File: config.mk
export PLATFORM = sky130hd
export DESIGN_NAME = aimd_congestion_window_top
export DESIGN_NICKNAME = d
export VERILOG_FILES = /design/src/hdl/acw_pkg.sv /design/src/hdl/acw_recip.sv /design/src/hdl/acw_datapath.sv /design/src/hdl/acw_ctrl.sv /design/src/hdl/aimd_congestion_window_top.sv
export SDC_FILE = /design/constraint.sdc
export NUM_CORES = 1
export LEC_CHECK = 0
export BUFFER_PORTS_ARGS = -buffer_cell sky130_fd_sc_hd__buf_2
export CAP_MARGIN = 10
export CORE_MARGIN = 4
export CORE_UTILIZATION = 50
export CTS_BUF_LIST = sky130_fd_sc_hd__clkbuf_16
export DETAILED_ROUTE_END_ITERATION = 10
export GPL_TIMING_DRIVEN = 0
export PLACE_DENSITY = 0.66
export RECOVER_POWER = 25
export SKIP_CTS_REPAIR_TIMING = 1
export SLEW_MARGIN = 10
export SYNTH_ARGS = -nofsm -noshare
export SYNTH_HDL_FRONTEND = slang
export SYNTH_SLANG_ARGS = --single-unit
File: constraint.sdc
create_clock -name clock -period 5.6 [get_ports clock]
set_clock_uncertainty 0.2 [all_clocks]
set_input_delay 0.56 -clock clock [delete_from_list [all_inputs] [get_ports clock]]
set_output_delay 0.56 -clock clock [all_outputs]
set_load 0.01 [all_outputs]
File: src/hdl/acw_pkg.sv
// Shared types and constants for the AIMD congestion window block.
// Used by acw_ctrl, acw_datapath, acw_recip and the top level.
`timescale 1ns / 1ps

package acw_pkg;

   // Field widths fixed by the stream format
   localparam int WIN_BITS        = 32;
   localparam int SEQ_BITS        = 32;
   localparam int FLOW_FIELD_BITS = 16;
   localparam int TICK_FIELD_BITS = 32;
   localparam int COUNT_BITS      = 32;

   // Bus widths: request tdata is seq, flow, sent tick, received tick, sent count
   localparam int REQ_TDATA_BITS = 144;
   localparam int REQ_TUSER_BITS = 2;
   localparam int RSP_TDATA_BITS = 40;

   // Defaults for the top-level parameters
   localparam int FRAC_BITS_DEF = 16;
   localparam int TICK_BITS_DEF = 32;
   localparam int FLOW_BITS_DEF = 16;

   // Request kinds carried in tuser
   localparam logic ACTION_ACK   = 1'b0;
   localparam logic ACTION_RESET = 1'b1;

   // Controller to datapath commands
   typedef struct packed {
      logic load;       // capture the request transaction
      logic update;     // apply the ack or flow-reset update
      logic start_div;  // start the reciprocal of the window
      logic add_recip;  // add the reciprocal to the window
      logic publish;    // load the result register
   } acw_cmd_type;

   // Datapath to controller status
   typedef struct packed {
      logic needs_div;  // current item grows the window by its reciprocal
      logic div_done;   // reciprocal ready
   } acw_status_type;

endpackage

File: src/hdl/acw_recip.sv
// Bit-serial reciprocal of the window: quotient = 2^(2*FRAC_BITS) / divisor.
// One quotient bit per cycle, FRAC_BITS+1 quotient bits in all. Depends on acw_pkg.
`timescale 1ns / 1ps

module acw_recip
   import acw_pkg::*;
#(
   parameter int FRAC_BITS = FRAC_BITS_DEF
) (
   input  logic                 clock,
   input  logic                 reset,
   input  logic                 start,
   input  logic [WIN_BITS-1:0]  divisor,
   output logic                 done,
   output logic [FRAC_BITS:0]   quotient
);

   localparam int REC_BITS = FRAC_BITS + 1;
   localparam int CNT_BITS = $clog2(REC_BITS + 1);

   logic [WIN_BITS-1:0] div_ff;
   logic [WIN_BITS-1:0] rem_ff, rem_in;
   logic [REC_BITS-1:0] q_ff, q_in;
   logic [CNT_BITS-1:0] cnt_ff, cnt_in;
   logic                busy_ff, busy_in;
   logic                done_ff, done_in;

   logic [WIN_BITS:0]   shifted;
   logic [WIN_BITS:0]   diff;
   logic                ge;

   // One restoring step; the dividend bits below the top are all zero
   assign shifted = {rem_ff, 1'b0};
   assign diff    = shifted - {1'b0, div_ff};
   assign ge      = shifted >= {1'b0, div_ff};

   always_comb begin
      rem_in  = rem_ff;
      q_in    = q_ff;
      cnt_in  = cnt_ff;
      busy_in = busy_ff;
      done_in = 1'b0;
      if (start) begin
         rem_in  = WIN_BITS'(1) << (FRAC_BITS - 1);
         q_in    = '0;
         cnt_in  = CNT_BITS'(REC_BITS);
         busy_in = 1'b1;
      end else if (busy_ff) begin
         rem_in = ge ? diff[WIN_BITS-1:0] : shifted[WIN_BITS-1:0];
         q_in   = {q_ff[REC_BITS-2:0], ge};
         cnt_in = cnt_ff - CNT_BITS'(1);
         if (cnt_ff == CNT_BITS'(1)) begin
            busy_in = 1'b0;
            done_in = 1'b1;
         end
      end
   end

   // Control state
   always_ff @(posedge clock) begin
      if (reset) begin
         busy_ff <= 1'b0;
         done_ff <= 1'b0;
         cnt_ff  <= '0;
      end else begin
         busy_ff <= busy_in;
         done_ff <= done_in;
         cnt_ff  <= cnt_in;
      end
   end

   // Working registers
   always_ff @(posedge clock) begin
      rem_ff <= rem_in;
      q_ff   <= q_in;
      if (start) begin
         div_ff <= divisor;
      end
   end

   assign done     = done_ff;
   assign quotient = q_ff;

`ifndef SYNTHESIS
   // Partial remainder always below the divisor
   assert property (@(posedge clock) disable iff (reset) busy_ff |-> rem_ff < div_ff)
      else $error("acw_recip: partial remainder not below divisor");
   // Window is at least 1.0, so the reciprocal never exceeds 1.0
   assert property (@(posedge clock) disable iff (reset)
      done_ff |-> (q_ff[FRAC_BITS] == 1'b0) || (q_ff[FRAC_BITS-1:0] == '0))
      else $error("acw_recip: reciprocal above 1.0");
`endif

endmodule

File: src/hdl/acw_datapath.sv
// Datapath of the congestion window: request capture, flow state, window
// update, reciprocal unit and result register. Depends on acw_pkg, acw_recip.
`timescale 1ns / 1ps

module acw_datapath
   import acw_pkg::*;
#(
   parameter int FRAC_BITS = FRAC_BITS_DEF,
   parameter int TICK_BITS = TICK_BITS_DEF,
   parameter int FLOW_BITS = FLOW_BITS_DEF
) (
   input  logic                       clock,
   input  logic                       reset,
   input  acw_cmd_type                cmd,
   output acw_status_type             status,
   input  logic [REQ_TDATA_BITS-1:0]  req_tdata,
   input  logic [REQ_TUSER_BITS-1:0]  req_tuser,
   output logic [RSP_TDATA_BITS-1:0]  rsp_tdata
);

   localparam int TW = (TICK_BITS < TICK_FIELD_BITS) ? TICK_BITS : TICK_FIELD_BITS;
   localparam int FW = (FLOW_BITS > FLOW_FIELD_BITS) ? FLOW_BITS : FLOW_FIELD_BITS;
   localparam int MS_BITS = SEQ_BITS + FRAC_BITS + 1;
   localparam int RSP_PAD = RSP_TDATA_BITS - WIN_BITS - 3;
   localparam logic [WIN_BITS-1:0] WIN_ONE = WIN_BITS'(1) << FRAC_BITS;

   // Captured request
   logic                  act_ff;
   logic                  first_ff;
   logic [SEQ_BITS-1:0]   seq_ff;
   logic [FLOW_BITS-1:0]  flow_ff;
   logic [TW-1:0]         tsent_ff;
   logic [TW-1:0]         trecv_ff;
   logic [COUNT_BITS-1:0] sent_ff;

   // Flow state
   logic [WIN_BITS-1:0]   win_ff;
   logic                  ss_ff;
   logic [SEQ_BITS-1:0]   ne_ff;
   logic [FLOW_BITS-1:0]  cur_flow_ff;
   logic [TW:0]           llt_ff;
   logic [TW:0]           rtt_ff;
   logic                  bloss_ff;

   // Result register
   logic [WIN_BITS-1:0]   rsp_win_ff;
   logic                  rsp_ss_ff;
   logic                  rsp_loss_ff;
   logic                  rsp_may_ff;

   logic [FW-1:0]         flow_ext;
   logic                  loss;
   logic [SEQ_BITS:0]     seq_inc;
   logic                  ne_grow;
   logic [SEQ_BITS-1:0]   ne_next;
   logic                  flow_match;
   logic signed [TW+1:0]  llt_x, rtt_x, recv_x, thresh;
   logic                  late;
   logic signed [TW:0]    rtt_new;
   logic [WIN_BITS-1:0]   win_half, win_halved;
   logic [WIN_BITS:0]     win_plus_one, win_plus_rec;
   logic [FLOW_BITS-1:0]  flow_inc;
   logic [FRAC_BITS:0]    recip_q;
   logic                  recip_done;
   logic [MS_BITS-1:0]    sent_scaled, limit_scaled;

   assign flow_ext = FW'(req_tdata[47:32]);

   // Request capture
   always_ff @(posedge clock) begin
      if (cmd.load) begin
         act_ff   <= req_tuser[0];
         first_ff <= req_tuser[1];
         seq_ff   <= req_tdata[31:0];
         flow_ff  <= flow_ext[FLOW_BITS-1:0];
         tsent_ff <= req_tdata[48 +: TW];
         trecv_ff <= req_tdata[80 +: TW];
         sent_ff  <= req_tdata[143:112];
      end
   end

   // Loss and sequence tracking
   assign loss       = (bloss_ff && !first_ff) || (seq_ff > ne_ff);
   assign seq_inc    = {1'b0, seq_ff} + (SEQ_BITS + 1)'(1);
   assign ne_grow    = seq_inc > {1'b0, ne_ff};
   assign ne_next    = seq_inc[SEQ_BITS] ? '1 : seq_inc[SEQ_BITS-1:0];
   assign flow_match = flow_ff == cur_flow_ff;

   // At most one halving per measured RTT
   assign llt_x   = {llt_ff[TW], llt_ff};
   assign rtt_x   = {rtt_ff[TW], rtt_ff};
   assign recv_x  = {2'b00, trecv_ff};
   assign thresh  = llt_x + rtt_x;
   assign late    = recv_x > thresh;
   assign rtt_new = $signed({1'b0, trecv_ff}) - $signed({1'b0, tsent_ff});

   // Window candidates
   assign win_half     = win_ff >> 1;
   assign win_halved   = (win_half < WIN_ONE) ? WIN_ONE : win_half;
   assign win_plus_one = {1'b0, win_ff} + {1'b0, WIN_ONE};
   assign win_plus_rec = {1'b0, win_ff} + (WIN_BITS + 1)'(recip_q);

   // Flow id wraps past the top to 1
   always_comb begin
      flow_inc = cur_flow_ff + FLOW_BITS'(1);
      if (flow_inc == '0) begin
         flow_inc = FLOW_BITS'(1);
      end
   end

   acw_recip #(
      .FRAC_BITS (FRAC_BITS)
   ) u_recip (
      .clock    (clock),
      .reset    (reset),
      .start    (cmd.start_div),
      .divisor  (win_ff),
      .done     (recip_done),
      .quotient (recip_q)
   );

   assign status.needs_div = (act_ff == ACTION_ACK) && flow_match && !loss && !ss_ff;
   assign status.div_done  = recip_done;

   // Flow state update
   always_ff @(posedge clock) begin
      if (reset) begin
         win_ff      <= WIN_ONE;
         ss_ff       <= 1'b1;
         ne_ff       <= '0;
         cur_flow_ff <= '0;
         llt_ff      <= '1;
         rtt_ff      <= '1;
         bloss_ff    <= 1'b0;
      end else if (cmd.update) begin
         if (act_ff == ACTION_RESET) begin
            win_ff      <= WIN_ONE;
            ss_ff       <= 1'b1;
            cur_flow_ff <= flow_inc;
            ne_ff       <= sent_ff;
         end else begin
            bloss_ff <= loss;
            if (ne_grow) begin
               ne_ff <= ne_next;
            end
            if (flow_match) begin
               if (loss) begin
                  ss_ff <= 1'b0;
                  if (late) begin
                     win_ff <= win_halved;
                     llt_ff <= {1'b0, trecv_ff};
                     rtt_ff <= rtt_new;
                  end
               end else if (ss_ff) begin
                  win_ff <= win_plus_one[WIN_BITS] ? '1 : win_plus_one[WIN_BITS-1:0];
               end
            end
         end
      end else if (cmd.add_recip) begin
         win_ff <= win_plus_rec[WIN_BITS] ? '1 : win_plus_rec[WIN_BITS-1:0];
      end
   end

   // Send permission: sent < next expected + window, in window units
   assign sent_scaled  = {1'b0, sent_ff, {FRAC_BITS{1'b0}}};
   assign limit_scaled = {1'b0, ne_ff, {FRAC_BITS{1'b0}}} + MS_BITS'(win_ff);

   // Result register
   always_ff @(posedge clock) begin
      if (cmd.publish) begin
         rsp_win_ff  <= win_ff;
         rsp_ss_ff   <= ss_ff;
         rsp_loss_ff <= bloss_ff;
         rsp_may_ff  <= sent_scaled < limit_scaled;
      end
   end

   assign rsp_tdata = {{RSP_PAD{1'b0}}, rsp_may_ff, rsp_loss_ff, rsp_ss_ff, rsp_win_ff};

`ifndef SYNTHESIS
   // Window never drops below 1.0
   assert property (@(posedge clock) disable iff (reset) win_ff >= WIN_ONE)
      else $error("acw_datapath: window below 1.0");
   // A flow reset always lands on a nonzero flow id
   assert property (@(posedge clock) disable iff (reset)
      (cmd.update && act_ff == ACTION_RESET) |=> cur_flow_ff != '0)
      else $error("acw_datapath: flow id zero after flow reset");
`endif

endmodule

File: src/hdl/acw_ctrl.sv
// Controller for the congestion window: sequences capture, update,
// reciprocal and result hand-off. Depends on acw_pkg.
`timescale 1ns / 1ps

module acw_ctrl
   import acw_pkg::*;
(
   input  logic           clock,
   input  logic           reset,
   input  logic           req_tvalid,
   output logic           req_tready,
   output logic           rsp_tvalid,
   input  logic           rsp_tready,
   output acw_cmd_type    cmd,
   input  acw_status_type status
);

   typedef enum logic [1:0] {
      S_IDLE,
      S_EVAL,
      S_DIV,
      S_DONE
   } state_type;

   state_type state_ff, state_in;
   logic      tready_ff, tready_in;
   logic      out_valid_ff, out_valid_in;
   logic      slot_free;

   // Result register can take a new result
   assign slot_free = !out_valid_ff || rsp_tready;

   // Commands
   always_comb begin
      cmd           = '0;
      cmd.load      = (state_ff == S_IDLE) && tready_ff && req_tvalid;
      cmd.update    = state_ff == S_EVAL;
      cmd.start_div = (state_ff == S_EVAL) && status.needs_div;
      cmd.add_recip = (state_ff == S_DIV) && status.div_done;
      cmd.publish   = (state_ff == S_DONE) && slot_free;
   end

   // Next state
   always_comb begin
      state_in     = state_ff;
      tready_in    = tready_ff;
      out_valid_in = out_valid_ff && !rsp_tready;
      case (state_ff)
         S_IDLE: begin
            if (cmd.load) begin
               state_in  = S_EVAL;
               tready_in = 1'b0;
            end
         end
         S_EVAL: begin
            state_in = status.needs_div ? S_DIV : S_DONE;
         end
         S_DIV: begin
            if (status.div_done) begin
               state_in = S_DONE;
            end
         end
         S_DONE: begin
            if (slot_free) begin
               state_in     = S_IDLE;
               tready_in    = 1'b1;
               out_valid_in = 1'b1;
            end
         end
         default: begin
            state_in  = S_IDLE;
            tready_in = 1'b1;
         end
      endcase
   end

   // State and registered handshake outputs
   always_ff @(posedge clock) begin
      if (reset) begin
         state_ff     <= S_IDLE;
         tready_ff    <= 1'b1;
         out_valid_ff <= 1'b0;
      end else begin
         state_ff     <= state_in;
         tready_ff    <= tready_in;
         out_valid_ff <= out_valid_in;
      end
   end

   assign req_tready = tready_ff;
   assign rsp_tvalid = out_valid_ff;

endmodule

File: src/hdl/aimd_congestion_window_top.sv
// Top level of the AIMD congestion window: controller plus datapath.
// Depends on acw_pkg, acw_ctrl, acw_datapath (which holds acw_recip).
`timescale 1ns / 1ps

// Sender-side AIMD congestion window with slow start. Each request transaction
// is an ack (tuser[0] = 0) or a flow reset (tuser[0] = 1) and yields exactly one
// response transaction with the updated Q16.16 window, slow-start state, batch
// loss flag and send permission. Items are handled one at a time: an ack or
// reset passes through evaluation and result hand-off before the next is accepted,
// and an ack that grows the window in congestion avoidance also waits for the
// window reciprocal, which comes from a bit-serial divider that
// yields one quotient bit per cycle. A finished result waits in an output
// register, so the next request is accepted while the response is still held.

module aimd_congestion_window_top
   import acw_pkg::*;
#(
   parameter int FRAC_BITS = FRAC_BITS_DEF,
   parameter int TICK_BITS = TICK_BITS_DEF,
   parameter int FLOW_BITS = FLOW_BITS_DEF
) (
   input  logic                       clock,
   input  logic                       reset,
   input  logic                       req_tvalid,
   output logic                       req_tready,
   // seq_number[31:0], packet_flow[47:32], sent_tick[79:48],
   // received_tick[111:80], sent_count[143:112]
   input  logic [REQ_TDATA_BITS-1:0]  req_tdata,
   // action[0], first_of_batch[1]
   input  logic [REQ_TUSER_BITS-1:0]  req_tuser,
   output logic                       rsp_tvalid,
   input  logic                       rsp_tready,
   // window_size[31:0], in_slow_start[32], loss_seen[33], may_send[34], zero pad
   output logic [RSP_TDATA_BITS-1:0]  rsp_tdata
);

   acw_cmd_type    cmd;
   acw_status_type status;

   acw_ctrl u_ctrl (
      .clock      (clock),
      .reset      (reset),
      .req_tvalid (req_tvalid),
      .req_tready (req_tready),
      .rsp_tvalid (rsp_tvalid),
      .rsp_tready (rsp_tready),
      .cmd        (cmd),
      .status     (status)
   );

   acw_datapath #(
      .FRAC_BITS (FRAC_BITS),
      .TICK_BITS (TICK_BITS),
      .FLOW_BITS (FLOW_BITS)
   ) u_datapath (
      .clock     (clock),
      .reset     (reset),
      .cmd       (cmd),
      .status    (status),
      .req_tdata (req_tdata),
      .req_tuser (req_tuser),
      .rsp_tdata (rsp_tdata)
   );

endmodule

==> results by group <==
GRT
  – Vias in the first global route: between 20000 and 25000
  – GR peak layer: met2
  – Met3 GRT Util: 3.85%
  – Met2 Usage GRT: a little over two fifths
  – First-pass GRT wire length: around 120 mm
  – GRT Residual Overflow: 0
  – Total track usage: 25.7%
  – Pin count of the biggest net entering global routing: 71
  – Met1 Use GR: 34.0%
  – Initial antenna violation count: 2

Logic synthesis
  – Post-synth EDFFs: 213
  – Simple-gate share of the synthesized area: 14.9%
  – Xor/xnor cell area share of the yosys netlist: under 10%
  – Primary FF master, synth: edfxtp_1
  – Largest family of logic cells by synthesized area: compound AO/OA/AOI/OAI gates
  – Ys async rst share: 0%
  – Post-synthesis register bit count: 421
  – Synth top area share: 24.1%
  – Area leader, netlist: edfxtp_1
  – Sequential share of the synthesized area: 39.7%
  – Synth Area in Compound Gates: 19.3%
  – Synth Area in Adders: 13.0%
  – Post-synthesis mux area share: 1.67%
  – Synth warn: 0
  – Synth area leaders: edfxtp_1, dfxtp_1, ha_1
  – Synthesized area: 26600 um^2
  – Synth Instances: 2868
  – Syn_area_per_cell: 9.27 um^2
  – Netlist cell types: 91

Die
  – Floorplan row count: 84
  – IO Pins: about 190
  – Die Ht: between 200 and 250 um
  – Initial Util: 50.5%
  – Core area: 52700 um^2
  – DIE AREA: 56900 um^2
  – Die W: 239 um

Cells and area
  – Fin area: 31800 um^2
  – Share of layout cells above drive strength 1: 11.4%
  – Most common cell after layout, fill and taps aside: ha_1
  – Final-stage net count: 3689
  – Ant. Diodes: 0
  – Area Overhead vs Synth: 19.8%
  – Fillcell total: about 4600
  – Commonest non-fill, non-tap cells in the layout: ha_1, nand2_1, a21oi_1
  – Fin cells: 3991

Placement
  – RD Place Congestion: 0.927
  – Dpl ws: -0.923 ns
  – IO buf count: 185
  – Placed Instances: roughly 3700
  – Post-DP HPWL: between 50 and 60 mm
  – Placed Area: between 20000 and 30000 um^2

Detailed routing
  – Remaining antenna violation count: 0
  – Final wirelength: 77.4 mm
  – WL/cell: 19.4 um
  – Number of detailed-route iterations in the first pass: 7
  – Via/cell ratio: 5.77
  – Vias: 23000
  – DRC: 0
  – Initial DRC count: 1749

Worst setup path
  – R2r setup slk: 0.27 ns
  – Required time worst endpoint: 5.89 ns
  – CP Max Fanout: 10
  – Crit path DAT: between 5 and 6 ns
  – CP max stage delay: 0.39 ns
  – Crit path launch: u_datapath.llt_ff[0]
  – Setup crit end kind: flip-flop
  – Delay-heaviest family, CP: simple AND/OR/NAND/NOR gates
  – Crit path kind: flip-flop to flip-flop
  – Critical-path cell list: ha_2, inv_1, fa_2, nor2b_1, o31a_1, o211ai_1, nand2_2, o311ai_4, buf_4, nand3_1, o21ai_0, a21o_1, ha_1, nand4_1, nor4_4, o31a_1, o21ai_4, nor3b_4, o31ai_4, buf_4, a211oi_4, buf_6, or3b_1, o211a_1
  – Slowest cell on crit path: nor4_4
  – Startpoint types: flip-flop
  – Reg2reg start: u_datapath.llt_ff[0]
  – Worst Path Buf+Inv: 4

Outcome
  – Outcome: complete, no violations

STA
  – Fin. Hold Viols: 0
  – Fmax: around 190 MHz
  – Slew @ Worst Pin: 1.18 ns
  – Slew Limit Headroom: 20.4%
  – Slew Viols, Final: 0
  – Final min period: 5.33 ns
  – Total negative slack: 0 ns
  – Fin crit share: 95.2%
  – Final setup margin: 0.269 ns
  – Final setup violation count: 0

CTS
  – Clock sink count: ~420
  – Register clock-pin slew on the reported worst setup and hold paths: roughly 0.060 ns
  – Num CTS Buffers: 48
  – Clock Latency Late Sink: around 0.6 ns
  – Max Root-Sink Buffers: 3
  – Root Driver: clkbuf_16
  – CTS tree: built
  – CTS HTree Levels: 2

Pwr
  – Leak Pwr: approximately 13 nW
  – Max IR drop VDD: 0.000272 V
  – Cell area power density: 373 nW/um^2

Hold path
  – Hold Crit Start: rsp_tready
  – Worst Hold Class: input pin to flip-flop

Flow run
  – MaxCap Viol Count: 0
path summary, 6_finish.rpt:
| check | endpoint | cells past startpoint |
|---|---|---|
| max reg2reg | u_datapath.win_ff[6] | 24 |
| max | u_datapath.win_ff[6] | 24 |
| min reg2reg | u_datapath.llt_ff[32] | 2 |
| min | u_ctrl.rsp_tvalid | 4 |
registers in the layout, indices dropped and copies added, names as in the netlist, 16 cells and up:
name and flops:
u_datapath.seq_ff 32, u_datapath.llt_ff 33, u_datapath.flow_ff 16, u_datapath.u_recip.div_ff 32, u_datapath.u_recip.quotient 17, u_datapath.tsent_ff 32, u_datapath.rsp_win_ff 32, u_datapath.win_ff 32
u_datapath.sent_ff 32, u_datapath.cur_flow_ff 16, u_datapath.trecv_ff 32, u_datapath.u_recip.rem_ff 32, u_datapath.ne_ff 32, u_datapath.rtt_ff 33
layout make-up:
type	instances	area, um^2	area share (%)
multi-input combinational	2115	15000	47.0
clock inverter	38	304	0.955
buffer	118	549	1.72
timing repair buffer	345	2560	8.05
tap	688	861	2.70
inverter	217	815	2.56
sequential	421	10600	33.2
clock buffer	49	1230	3.85
synth_stat cells (all sizes together) (27+ instances only):
master and count:
ha 268, nand2 260, a21oi 248, inv 216, edfxtp 213, dfxtp 208
nor2 162, o21ai 153, nand3 108, xnor2 97, xor2 96, clkbuf 83
a21o 79, o211ai 50, nand4 46, nor3 44, mux2i 42, and3 40
buf 36, a221o 34, nand2b 33, a211oi 31, nor2b 27
kinds of logic (layout without fill, tap and decap cells):
family	after synthesis	after routing
AOI/OAI and AO/OA	780	780
xor gates and xnor gates	193	193
adders and majority gates	273	273
buffers and inverters	336	767
DFF	421	421
muxes	44	44
other	1	5
and+or+nand+nor	820	820
worst register-to-register path, delay by kind of cell (launching register included):
family,cells,cell delay (ns)
fa+ha+maj,3,0.84
buf+inv,4,0.55
flops,1,0.34
compound gates,10,1.60
simple gates,7,1.70
routing by layer:
layer | routed length [um] | vias to the layer above | part of all wire (%)
li1 | - | 11300 | -
met1 | 32700 | 10900 | 42
met2 | 37200 | 699 | 48
met3 | 4860 | 148 | 6.3
met4 | 2600 | 2 | 3.4
met5 | 13 | - | 0.017
metrics by stage:
stage	utilization, %	power [W]	hold WS, ns
after floorplan	-	0.00725	0.223
after global placement	53.9	0.00848	0.236
after detailed placement	54.2	0.00858	0.245
after CTS	57.1	0.0117	-0.0949
after global routing	60.5	0.0126	0.208
final	60.5	0.0119	0.203
report_power, final:
part | switching, W | total (W) | internal [W]
Combinational | 0.00265 | 0.00442 | 0.00177
Clock | 0.00131 | 0.00312 | 0.00181
Sequential | 0.000487 | 0.00433 | 0.00385
Total | 0.00444 | 0.0119 | 0.00743
(Power assumes the default switching activity.)
